<file path="config.mk">
export PLATFORM = sky130hd
export DESIGN_NAME = sorted_list_merge_aggregate
export DESIGN_NICKNAME = d
export VERILOG_FILES = /design/src/slma_pkg.sv /design/src/slma_ctrl.sv /design/src/slma_dp.sv /design/src/sorted_list_merge_aggregate.sv
export SDC_FILE = /design/constraint.sdc
export NUM_CORES = 2
export LEC_CHECK = 0
export BUFFER_PORTS_ARGS = -buffer_cell sky130_fd_sc_hd__buf_4
export CAP_MARGIN = 20
export CORE_UTILIZATION = 60
export CTS_CLUSTER_SIZE = 28
export DETAILED_ROUTE_END_ITERATION = 10
export MAX_ROUTING_LAYER = met4
export PLACE_DENSITY = 0.76
export SETUP_SLACK_MARGIN = 0.3
export SYNTH_ARGS = -nofsm -noshare
export SYNTH_HDL_FRONTEND = slang
export SYNTH_SLANG_ARGS = --single-unit
</file>
<file path="constraint.sdc">
create_clock -name clk_i -period 11.55 [get_ports clk_i]
set_input_delay 1.7325 -clock clk_i [delete_from_list [all_inputs] [get_ports clk_i]]
set_output_delay 1.7325 -clock clk_i [all_outputs]
set_load 0.05 [all_outputs]
</file>
<file path="src/slma_pkg.sv">
// Package for the sorted list merge block: item payloads, opcodes and the
// command/status bundles between controller and datapath. No dependencies.
package slma_pkg;

  localparam int unsigned KeyW    = 32;
  localparam int unsigned WeightW = 32;
  localparam int unsigned SumW    = 40;
  localparam int unsigned TotalW  = 7;

  typedef enum logic [1:0] {
    OP_LOAD_A = 2'd0,
    OP_LOAD_B = 2'd1,
    OP_MERGE  = 2'd2
  } opcode_e;

  typedef struct packed {
    logic [1:0]         opcode;
    logic [KeyW-1:0]    key;
    logic [WeightW-1:0] weight;
    logic [KeyW-1:0]    skip_key;
  } in_item_t;

  typedef struct packed {
    logic [KeyW-1:0]   out_key;
    logic [SumW-1:0]   out_weight;
    logic              last;
    logic              empty_res;
    logic [TotalW-1:0] total;
    logic              overflow;
  } out_item_t;

  // Controller to datapath
  typedef struct packed {
    logic load_a;
    logic load_b;
    logic start;
    logic take;
    logic flush;
  } cmd_t;

  // Datapath to controller
  typedef struct packed {
    logic a_more;
    logic b_more;
    logic take_stall;
    logic flush_stall;
  } sts_t;

endpackage

</file>
<file path="src/slma_ctrl.sv">
// Controller for the sorted list merge block: sequences loads and the merge
// walk. Depends on slma_pkg for the opcode, command and status types.
module slma_ctrl (
  input  logic              clk_i,
  input  logic              rst_ni,
  input  logic              in_valid_i,
  output logic              in_ready_o,
  input  logic [1:0]        opcode_i,
  input  slma_pkg::sts_t    sts_i,
  output slma_pkg::cmd_t    cmd_o
);

  typedef enum logic [3:0] {
    ST_IDLE  = 4'b0001,
    ST_READ  = 4'b0010,
    ST_TAKE  = 4'b0100,
    ST_FLUSH = 4'b1000
  } state_e;

  state_e state_q, state_d;

  always_comb begin
    state_d    = state_q;
    in_ready_o = 1'b0;
    cmd_o      = '0;
    unique case (state_q)
      ST_IDLE: begin
        in_ready_o = 1'b1;
        if (in_valid_i) begin
          unique case (opcode_i)
            slma_pkg::OP_LOAD_A: cmd_o.load_a = 1'b1;
            slma_pkg::OP_LOAD_B: cmd_o.load_b = 1'b1;
            slma_pkg::OP_MERGE: begin
              cmd_o.start = 1'b1;
              state_d     = ST_READ;
            end
            default: ;
          endcase
        end
      end
      // the memory read for the current heads is registered in this state for ST_TAKE
      ST_READ: begin
        if (sts_i.a_more || sts_i.b_more) begin
          state_d = ST_TAKE;
        end else begin
          state_d = ST_FLUSH;
        end
      end
      ST_TAKE: begin
        cmd_o.take = 1'b1;
        if (!sts_i.take_stall) begin
          state_d = ST_READ;
        end
      end
      ST_FLUSH: begin
        cmd_o.flush = 1'b1;
        if (!sts_i.flush_stall) begin
          state_d = ST_IDLE;
        end
      end
      default: state_d = ST_IDLE;
    endcase
  end

  always_ff @(posedge clk_i or negedge rst_ni) begin
    if (!rst_ni) begin
      state_q <= ST_IDLE;
    end else begin
      state_q <= state_d;
    end
  end

endmodule

</file>
<file path="src/slma_dp.sv">
// Datapath for the sorted list merge block: list memories, counts, head
// compare, pending result and output register. Depends on slma_pkg.
module slma_dp #(
  parameter int unsigned LIST_DEPTH = 32
) (
  input  logic                clk_i,
  input  logic                rst_ni,
  input  slma_pkg::in_item_t  in_data_i,
  input  slma_pkg::cmd_t      cmd_i,
  output slma_pkg::sts_t      sts_o,
  output logic                out_valid_o,
  input  logic                out_ready_i,
  output slma_pkg::out_item_t out_data_o
);

  localparam int unsigned AW = (LIST_DEPTH > 1) ? $clog2(LIST_DEPTH) : 1;
  localparam int unsigned CW = $clog2(LIST_DEPTH + 1);
  localparam int unsigned EW = slma_pkg::KeyW + slma_pkg::WeightW;
  localparam int unsigned KW = slma_pkg::KeyW;
  localparam int unsigned SW = slma_pkg::SumW;
  localparam int unsigned TW = slma_pkg::TotalW;

  logic [EW-1:0] mem_a [LIST_DEPTH];
  logic [EW-1:0] mem_b [LIST_DEPTH];
  logic [EW-1:0] rd_a_q, rd_b_q;

  logic [CW-1:0] cnt_a_q, cnt_b_q, ia_q, ib_q;
  logic          flag_q;
  logic [KW-1:0] skip_q;
  logic          have_q;
  logic [KW-1:0] pend_key_q;
  logic [SW-1:0] pend_w_q;
  logic [TW-1:0] n_q;

  logic                out_valid_q;
  slma_pkg::out_item_t out_q;

  logic                        a_more, b_more, pick_a;
  logic [KW-1:0]               sel_key;
  logic [slma_pkg::WeightW-1:0] sel_w;
  logic                        combine, open_new, out_stall;
  logic                        do_take, do_flush, emit_mid;
  logic                        a_wr, b_wr;

  assign a_more    = ia_q < cnt_a_q;
  assign b_more    = ib_q < cnt_b_q;
  assign pick_a    = a_more && (!b_more || (rd_a_q[EW-1 -: KW] <= rd_b_q[EW-1 -: KW]));
  assign sel_key   = pick_a ? rd_a_q[EW-1 -: KW] : rd_b_q[EW-1 -: KW];
  assign sel_w     = pick_a ? rd_a_q[slma_pkg::WeightW-1:0] : rd_b_q[slma_pkg::WeightW-1:0];
  assign combine   = have_q && (sel_key == pend_key_q);
  assign open_new  = !combine && (sel_key != skip_q);
  assign out_stall = out_valid_q && !out_ready_i;

  assign sts_o.a_more      = a_more;
  assign sts_o.b_more      = b_more;
  assign sts_o.take_stall  = open_new && have_q && out_stall;
  assign sts_o.flush_stall = out_stall;

  assign do_take  = cmd_i.take && !sts_o.take_stall;
  assign do_flush = cmd_i.flush && !out_stall;
  assign emit_mid = do_take && open_new && have_q;

  assign a_wr = cmd_i.load_a && (cnt_a_q < CW'(LIST_DEPTH));
  assign b_wr = cmd_i.load_b && (cnt_b_q < CW'(LIST_DEPTH));

  // list memories: one write port, one registered read port each
  always_ff @(posedge clk_i) begin
    if (a_wr) begin
      mem_a[cnt_a_q[AW-1:0]] <= {in_data_i.key, in_data_i.weight};
    end
    if (b_wr) begin
      mem_b[cnt_b_q[AW-1:0]] <= {in_data_i.key, in_data_i.weight};
    end
    rd_a_q <= mem_a[ia_q[AW-1:0]];
    rd_b_q <= mem_b[ib_q[AW-1:0]];
  end

  always_ff @(posedge clk_i or negedge rst_ni) begin
    if (!rst_ni) begin
      cnt_a_q <= '0;
      cnt_b_q <= '0;
      ia_q    <= '0;
      ib_q    <= '0;
      flag_q  <= 1'b0;
      have_q  <= 1'b0;
      n_q     <= '0;
    end else begin
      if (a_wr) begin
        cnt_a_q <= cnt_a_q + CW'(1);
      end
      if (b_wr) begin
        cnt_b_q <= cnt_b_q + CW'(1);
      end
      if ((cmd_i.load_a && !a_wr) || (cmd_i.load_b && !b_wr)) begin
        flag_q <= 1'b1;
      end
      if (cmd_i.start) begin
        ia_q   <= '0;
        ib_q   <= '0;
        have_q <= 1'b0;
        n_q    <= '0;
      end
      if (do_take) begin
        if (pick_a) begin
          ia_q <= ia_q + CW'(1);
        end else begin
          ib_q <= ib_q + CW'(1);
        end
        if (open_new) begin
          have_q <= 1'b1;
          n_q    <= n_q + TW'(1);
        end
      end
      if (do_flush) begin
        cnt_a_q <= '0;
        cnt_b_q <= '0;
        ia_q    <= '0;
        ib_q    <= '0;
        flag_q  <= 1'b0;
        have_q  <= 1'b0;
        n_q     <= '0;
      end
    end
  end

  // skip key and pending result: the result grows while equal keys arrive
  always_ff @(posedge clk_i) begin
    if (cmd_i.start) begin
      skip_q <= in_data_i.skip_key;
    end
    if (do_take) begin
      if (combine) begin
        pend_w_q <= pend_w_q + {{(SW - slma_pkg::WeightW){1'b0}}, sel_w};
      end else if (open_new) begin
        pend_key_q <= sel_key;
        pend_w_q   <= {{(SW - slma_pkg::WeightW){1'b0}}, sel_w};
      end
    end
  end

  // output register
  always_ff @(posedge clk_i or negedge rst_ni) begin
    if (!rst_ni) begin
      out_valid_q <= 1'b0;
    end else if (emit_mid || do_flush) begin
      out_valid_q <= 1'b1;
    end else if (out_ready_i) begin
      out_valid_q <= 1'b0;
    end
  end

  always_ff @(posedge clk_i) begin
    if (emit_mid) begin
      out_q.out_key    <= pend_key_q;
      out_q.out_weight <= pend_w_q;
      out_q.last       <= 1'b0;
      out_q.empty_res  <= 1'b0;
      out_q.total      <= '0;
      out_q.overflow   <= flag_q;
    end else if (do_flush) begin
      out_q.out_key    <= have_q ? pend_key_q : '0;
      out_q.out_weight <= have_q ? pend_w_q : '0;
      out_q.last       <= 1'b1;
      out_q.empty_res  <= !have_q;
      out_q.total      <= have_q ? n_q : '0;
      out_q.overflow   <= flag_q;
    end
  end

  assign out_valid_o = out_valid_q;
  assign out_data_o  = out_q;

  a_idx_in_range: assert property (@(posedge clk_i) disable iff (!rst_ni)
    (ia_q <= cnt_a_q) && (ib_q <= cnt_b_q))
    else $error("merge index beyond list count");

  a_cnt_in_range: assert property (@(posedge clk_i) disable iff (!rst_ni)
    (cnt_a_q <= CW'(LIST_DEPTH)) && (cnt_b_q <= CW'(LIST_DEPTH)))
    else $error("list count beyond depth");

  a_n_in_range: assert property (@(posedge clk_i) disable iff (!rst_ni)
    n_q <= TW'(2 * LIST_DEPTH))
    else $error("result count beyond both lists");

  a_flush_last: assert property (@(posedge clk_i) disable iff (!rst_ni)
    do_flush |=> (out_valid_q && out_q.last))
    else $error("flush did not present a last result");

endmodule

</file>
<file path="src/sorted_list_merge_aggregate.sv">
// Sorted list merge with duplicate combining: two ascending key/weight lists,
// merged on request into one result per distinct key.
// Loads are accepted back to back. A merge runs a start step, then a memory
//   read and a take for each stored entry, a final check and a flush, plus
//   any time the output side holds off a result; no new transaction is
//   accepted until the merge is done.
// Reset: asynchronous, active low; clears counts, the drop flag and control.
module sorted_list_merge_aggregate #(
  parameter int unsigned LIST_DEPTH = 32
) (
  input  logic                clk_i,
  input  logic                rst_ni,
  input  logic                in_valid_i,
  output logic                in_ready_o,
  input  slma_pkg::in_item_t  in_data_i,
  output logic                out_valid_o,
  input  logic                out_ready_i,
  output slma_pkg::out_item_t out_data_o
);

  // Command and status between the sequencer and the datapath
  slma_pkg::cmd_t cmd;
  slma_pkg::sts_t sts;

  // The controller accepts a transaction only in its idle state; loads are
  // passed on as write commands, a merge starts the walk over both lists.
  slma_ctrl u_ctrl (
    .clk_i      (clk_i),
    .rst_ni     (rst_ni),
    .in_valid_i (in_valid_i),
    .in_ready_o (in_ready_o),
    .opcode_i   (in_data_i.opcode),
    .sts_i      (sts),
    .cmd_o      (cmd)
  );

  // The datapath holds the lists, picks the smaller head (A on ties), folds
  // equal keys into the pending result and drops the skip key. Results
  // leave through an output register, so new transactions are taken while
  // a finished result still waits downstream.
  slma_dp #(
    .LIST_DEPTH (LIST_DEPTH)
  ) u_dp (
    .clk_i       (clk_i),
    .rst_ni      (rst_ni),
    .in_data_i   (in_data_i),
    .cmd_i       (cmd),
    .sts_o       (sts),
    .out_valid_o (out_valid_o),
    .out_ready_i (out_ready_i),
    .out_data_o  (out_data_o)
  );

endmodule

</file>
# Word level (Yosys, flattened, before mapping)
# Memory sizes are Yosys's and may differ from the RTL's. A register that Yosys moved wholly into a read port is not among the register bits.
# Cells that the tools add are included.
classes:
  addsub: 6
  order_cmp: 5
  n_eq_ne: 12
  muxes: 51
  bitwise_logic: 1
  reduce_logical: 36
ops:
  columns: ["operator", "count"]
  rows:
  - ["two-way mux 82 bit", 2]
  - ["two-way mux 40 bit", 3]
  - ["two-way mux 32 bit", 3]
  - ["two-way mux 6 bit", 12]
  - ["adder 40 x 32 -> 40 bit", 1]
  - ["two-way mux 7 bit", 5]
  - ["equality test 32 bit", 1]
  - ["<= comparator 32 bit", 1]
  - ["!= test 32 bit", 1]
  - ["adder 6 x 1 -> 6 bit, second input constant", 4]
  - ["two-way mux 4 bit", 5]
  - ["two-way mux 1 bit", 18]
  - ["one-hot mux 4 bit (4 select lines)", 1]
  - ["logical AND 1 bit", 14]
  - ["< comparator 6 bit", 2]
  - ["< comparator 6 bit, second input constant", 2]
  - ["nonzero test 2 bit", 6]
  - ["zero test 1 bit", 8]
  - ["!= test 2 bit, second input constant", 4]
  - ["adder 7 x 1 -> 7 bit, second input constant", 1]
  - ["two-way mux 3 bit", 2]
  - ["equality test 4 x 1 -> 1 bit, second input constant", 1]
  - ["equality test 4 x 2 -> 1 bit, second input constant", 1]
  - ["equality test 4 x 3 -> 1 bit, second input constant", 1]
  - ["9 further kinds", 12]
totals:
  ff_bits: 224
  mem_bits_rw: 4096
  in_bits: 102
  memories: 2
memory_table:
  columns: ["memory", "words", "width", "read_ports", "rd_clocked_by_memory_dff", "write_ports", "line_no", "source"]
  rows:
  - ["u_dp.mem_a", 32, 64, 1, 1, 1, "slma_dp.sv:23", "logic [EW-1:0] mem_a [LIST_DEPTH];"]
  - ["u_dp.mem_b", 32, 64, 1, 1, 1, "slma_dp.sv:24", "logic [EW-1:0] mem_b [LIST_DEPTH];"]

# Longest topological paths before layout
depth:
  ltp_word: 17
  depth_mapped: 27

# Modules after synthesis
# A second synthesis with hierarchy kept.
unflattened:
  cells_unflattened: 7548
  hier_area_um2: 171140.4
by_module_without_submodules:
  columns: ["module", "n_inst", "cells_each", "area_per_inst_um2", "seq_area_each_um2"]
  rows:
  - ["slma_dp", 1, 7516, 170820.1, 131906.5]
  - ["slma_ctrl", 1, 32, 320.3, 101.3]

# Worst setup path before layout
# No wires, ideal clock.
synth_path:
  path_type: "register to register"
  from: "register u_ctrl.state_q[0]"
  to: "memory u_dp.mem_b[15][0] in the netlist's numbering (enable)"
  arrival_ns: 5.749
  required_time_ns: 11.064
  path_slack_ns: 5.314
  path_stages_with_launch: 7
  period_less_slack_ns: 6.236
  path_cell_list: "dfstp_2 > nand2b_1 > nor3_1 > nand3b_1 > nor3b_1 > nand2_1 > nor2_1"
synth_between:
  elab_chain_cells: 5
synth_rtl:
  columns: ["item", "line_no", "source"]
  rows:
  - ["from (decl)", "slma_ctrl.sv:20", "state_e state_q, state_d;"]
  - ["from (signal assigned)", "slma_ctrl.sv:69", "state_q <= state_d;"]
  - ["equality test 4 x 1 -> 1 bit", "slma_ctrl.sv:26", "unique case (state_q)"]
  - ["two-way mux 3 bit", "slma_ctrl.sv:26", null]
  - ["logical AND 1 bit", "slma_dp.sv:64", "assign b_wr = cmd_i.load_b && (cnt_b_q < CW'(LIST_DEPTH));"]
  - ["two-way mux 1 bit", "slma_dp.sv:71", "if (b_wr) begin"]
  - ["two-way mux 1 bit (not written as such)", "slma_dp.sv:72", "mem_b[cnt_b_q[AW-1:0]] <= {in_data_i.key, in_data_i.weight};"]
  - ["to (decl)", "slma_dp.sv:24", null]
# Every way passes these cells.

# Worst setup path in the final report
layout_path:
  from: "register u_dp.rd_b_q[43] (read register of u_dp.mem_b)"
  to: "register u_dp.pend_w_q[37], data pin"
layout_between:
  elab_chain_cells: 7
layout_rtl:
  columns: ["item", "line_no", "source"]
  rows:
  - ["from (decl)", "slma_dp.sv:25", "logic [EW-1:0] rd_a_q, rd_b_q;"]
  - ["parallel branches: the longest is 6 deep, another holds adder 40 x 32 -> 40 bit", null, null]
  - ["two-way mux 40 bit (*)", "slma_dp.sv:132", "if (combine) begin"]
  - ["to (signal assigned)", "slma_dp.sv:133", "pend_w_q <= pend_w_q + {{(SW - slma_pkg::WeightW){1'b0}}, sel_w};"]
  - ["to (signal assigned)", "slma_dp.sv:136", "pend_w_q <= {{(SW - slma_pkg::WeightW){1'b0}}, sel_w};"]
  - ["to (decl)", "slma_dp.sv:32", "logic [SW-1:0] pend_w_q;"]
# Mark *: on every way between the ends.
# A chain may end at the register's enable or synchronous reset.

==> results.md <==
- # fillers: 16,523
- I/O pins: 186
- Hold_buf cts: 0
- Fmax: 123.3 MHz
- Clk sinks: between 4,000 and 5,000
- Worst EP arrival: 8.84 ns
- Die H: 536.1 um
- Clk_skew: about 0.099 ns
- Commonest non-fill, non-tap cells in the layout: edfxtp_1, mux4_2, clkbuf_16
- Via density: 7.146
- Clock edge transition at the registers on the reported setup and hold paths: roughly 0.060 ns
- Multi-input combinational cell area: 38,070 um^2
- Post-CTS Resized: 0
- Hold Fails Final Rpt: 0
- Setup TNS: 0 ns
- Synthesized Nets: around 7,600
- Buffers added on ports: 185
- Post-route ant nets: 0
- Leak Pwr: 59.93 nW
- Final Setup Violations: 0
- Total Die Area: between 200,000 and 300,000 um^2
- Max H-tree Level: 5
- Yosys cell types: 80
- Setup CP Type: flop to flop
- Routed WL: ~480 mm
- EDFF count, synth: 4,273
- FFs w/ async S/R, synth: 0.8543%
- Min cycle time layout: 8.112 ns
- GPL Wtd Cong: 0.9325
- Cts bufs inserted: roughly 430
- Clock root buffer master: clkbuf_16
- Busiest grt layer: met2
- Post-route DRC: 0
- Most common cell after layout, fill and taps aside: edfxtp_1
- Placed cell areas: 178,000 um^2
- Die W: ~540 um
- MaxCap Viol Count: 0
- Initial antenna violation count: 21
- Total Routing Usage GR: 34.52%
- GR Layer Usage met3: 6.776%
- Post-Syn Area per Cell: 23.17 um^2
- CTS tree: yes
- Initial core utilization: 60.48%
- Final Max Tran Viols: 0
- Crit-path max FO: 38
- Maximum vdd ir drop: 156.2 uV
- HP Class: flop to flop
- Crit end category: flop
- Core Area: 283,000 um^2
- Initial drt markers: between 10,000 and 15,000
- Met2 usage: 52.44%
- Routed via count: 85,696
- Period utilization: between 70% and 80%
- Register area: 132,000 um^2
- Longest Clk Path Bufs: 4
- Nets: 8,045
- Syn-to-layout area delta: 12.72%
- Placed insts: 11,166
- Worst EP required: between 10 and 15 ns
- Unrepaired setup endpoints after global routing: false
- Ys Warns: 0
- Power Density: 175.1 nW/um^2
- Post-Syn Area: 171,200 um^2
- Met1 GRT Util: 45.72%
- Setup Fix Bufs, Post-CTS: 0
- FF+latch count, synth: 4,448
- Sequential area share after synthesis: 77.11%
- First-pass GRT wire length: approximately 660 mm
- Worst slew margin: 19.23%
- Vias in the first global route: between 80,000 and 90,000
- Detailed Place HPWL: 251.3 mm
- Fraction of layout cells with a size suffix above 1: between 30% and 40%
- Clock Latency Late Sink: 1.01 ns
- Outcome: complete, no violations
- # rows: 195
- Gate count of the mapped netlist: 7,389
- CP Launch Type: flop
- WL/cell: between 30 and 40 um
- Number of cells in the finished layout apart from fillers: 11,993
- Cell area after layout: 193,000 um^2
- Maximum number of pins on one net before global-route repair: 141
- Worst-Margin Slew: 1.202 ns
- Pre-antenna DRT Iters: 7
- GR Overflow Total: 0
- Commonest register cell after synthesis: edfxtp_1
==> cell families after synthesis <==
kind of cell             share of synthesized area [%]
flip-flops                                       77.11
multiplexers                                     17.93
XOR/XNOR                                        0.6140
AND/OR/NAND/NOR                                  1.721
buffers and inverters                           0.9472
AO/OA/AOI/OAI                                    1.038
adder cells (fa/ha/maj)                         0.6330
==> worst paths after layout <==
path                       cells after the start               start                  to  slack (ns)
max                                           24     u_dp.rd_b_q[43]   u_dp.pend_w_q[37]        3.44
min                                            1  u_dp.out_data_o[1]  u_dp.out_data_o[1]        0.50
max reg2reg                                   24     u_dp.rd_b_q[43]   u_dp.pend_w_q[37]        3.44
min reg2reg                                    1  u_dp.out_data_o[1]  u_dp.out_data_o[1]        0.50
max in group asynchronous                      1              rst_ni        u_dp.ib_q[2]       10.27
min in group asynchronous                      1              rst_ni         u_dp.n_q[0]        0.73
==> layout make-up <==
cell class / count / share of cell area [%]
antenna: 19 / 0.02464
clock buffer: 537 / 5.909
clock inverter: 268 / 1.785
inverter: 84 / 0.1686
multi-input combinational: 2515 / 19.73
sequential: 4448 / 68.43
tap: 3743 / 2.427
timing repair buffer: 379 / 1.526
==> worst max-delay path, stage by stage (launching register included) <==
cell	delay [ns]
dfxtp_1	0.37
inv_1	0.12
ha_1	0.34
nand4_1	0.16
nor4_1	0.66
nand2b_1	0.21
a31oi_2	0.07
o21a_1	0.51
nor2_4	0.23
buf_4	0.54
mux2i_1	0.41
inv_1	0.08
ha_1	0.32
a211oi_1	0.36
o21ai_0	0.21
a2111oi_0	0.62
o21bai_1	0.20
a211oi_1	0.40
o21ai_0	0.26
a221oi_1	0.48
o21ai_0	0.40
a221o_1	0.46
nand3_1	0.16
xor2_1	0.17
nor2_1	0.06
==> routing by layer <==
metal	routed length, um	share of wire, %
met2	227100	48
met3	55400	12
met1	166600	35
met4	26480	5.6
met5	0	0
==> sequential cells by signal, indices dropped and copies added (netlist names), 7 cells and up <==
register,flops
u_dp.mem_a,2048
u_dp.mem_b,2048
u_dp.out_data_o,82
u_dp.rd_a_q,64
u_dp.rd_b_q,64
u_dp.pend_w_q,40
u_dp.pend_key_q,32
u_dp.skip_q,32
u_dp.n_q,7
==> where the power goes <==
| part | internal, W | switching, W | total (W) |
|---|---|---|---|
| combinational | 0.000424 | 0.000786 | 0.00121 |
| clock | 0.00853 | 0.00620 | 0.0147 |
| sequential | 0.0178 | 0.0000803 | 0.0179 |
==> per-stage QoR <==
stage               hold slack [ns]  total power (W)  utilization, %  worst slack (ns)
global route                 0.5091          0.03453           68.17             2.965
finish                       0.4992          0.03379           68.18             3.438
CTS                          0.4905          0.03386           68.14             3.537
floorplan                    0.4583          0.01883               -             5.314
global placement             0.4570          0.01933           62.90             3.592
detailed placement           0.4729          0.01937           62.90             3.568
==> synth_stat cells, types with 11 or more instances <==
master	n	area, um^2
a211oi_1	13	97.59
a21o_1	17	127.6
a21oi_1	59	295.3
and2_1	74	462.9
and3_1	12	75.07
buf_1	105	394.1
clkbuf_1	226	848.3
dfrtp_1	37	925.9
dfxtp_1	137	2743
edfxtp_1	4273	128300
ha_1	85	1064
inv_1	83	311.6
mux2_2	158	1779
mux4_2	1280	28830
nand2_1	194	728.2
nand2b_1	26	162.7
nand3_1	33	165.2
nand4_1	36	225.2
nor2_1	136	510.5
nor2b_1	19	118.9
nor3_1	15	75.07
nor4_1	25	156.4
o21a_1	11	82.58
o21ai_0	62	310.3
xnor2_1	63	551.8
xor2_1	57	499.2
Power figures use the tool's default switching activity.
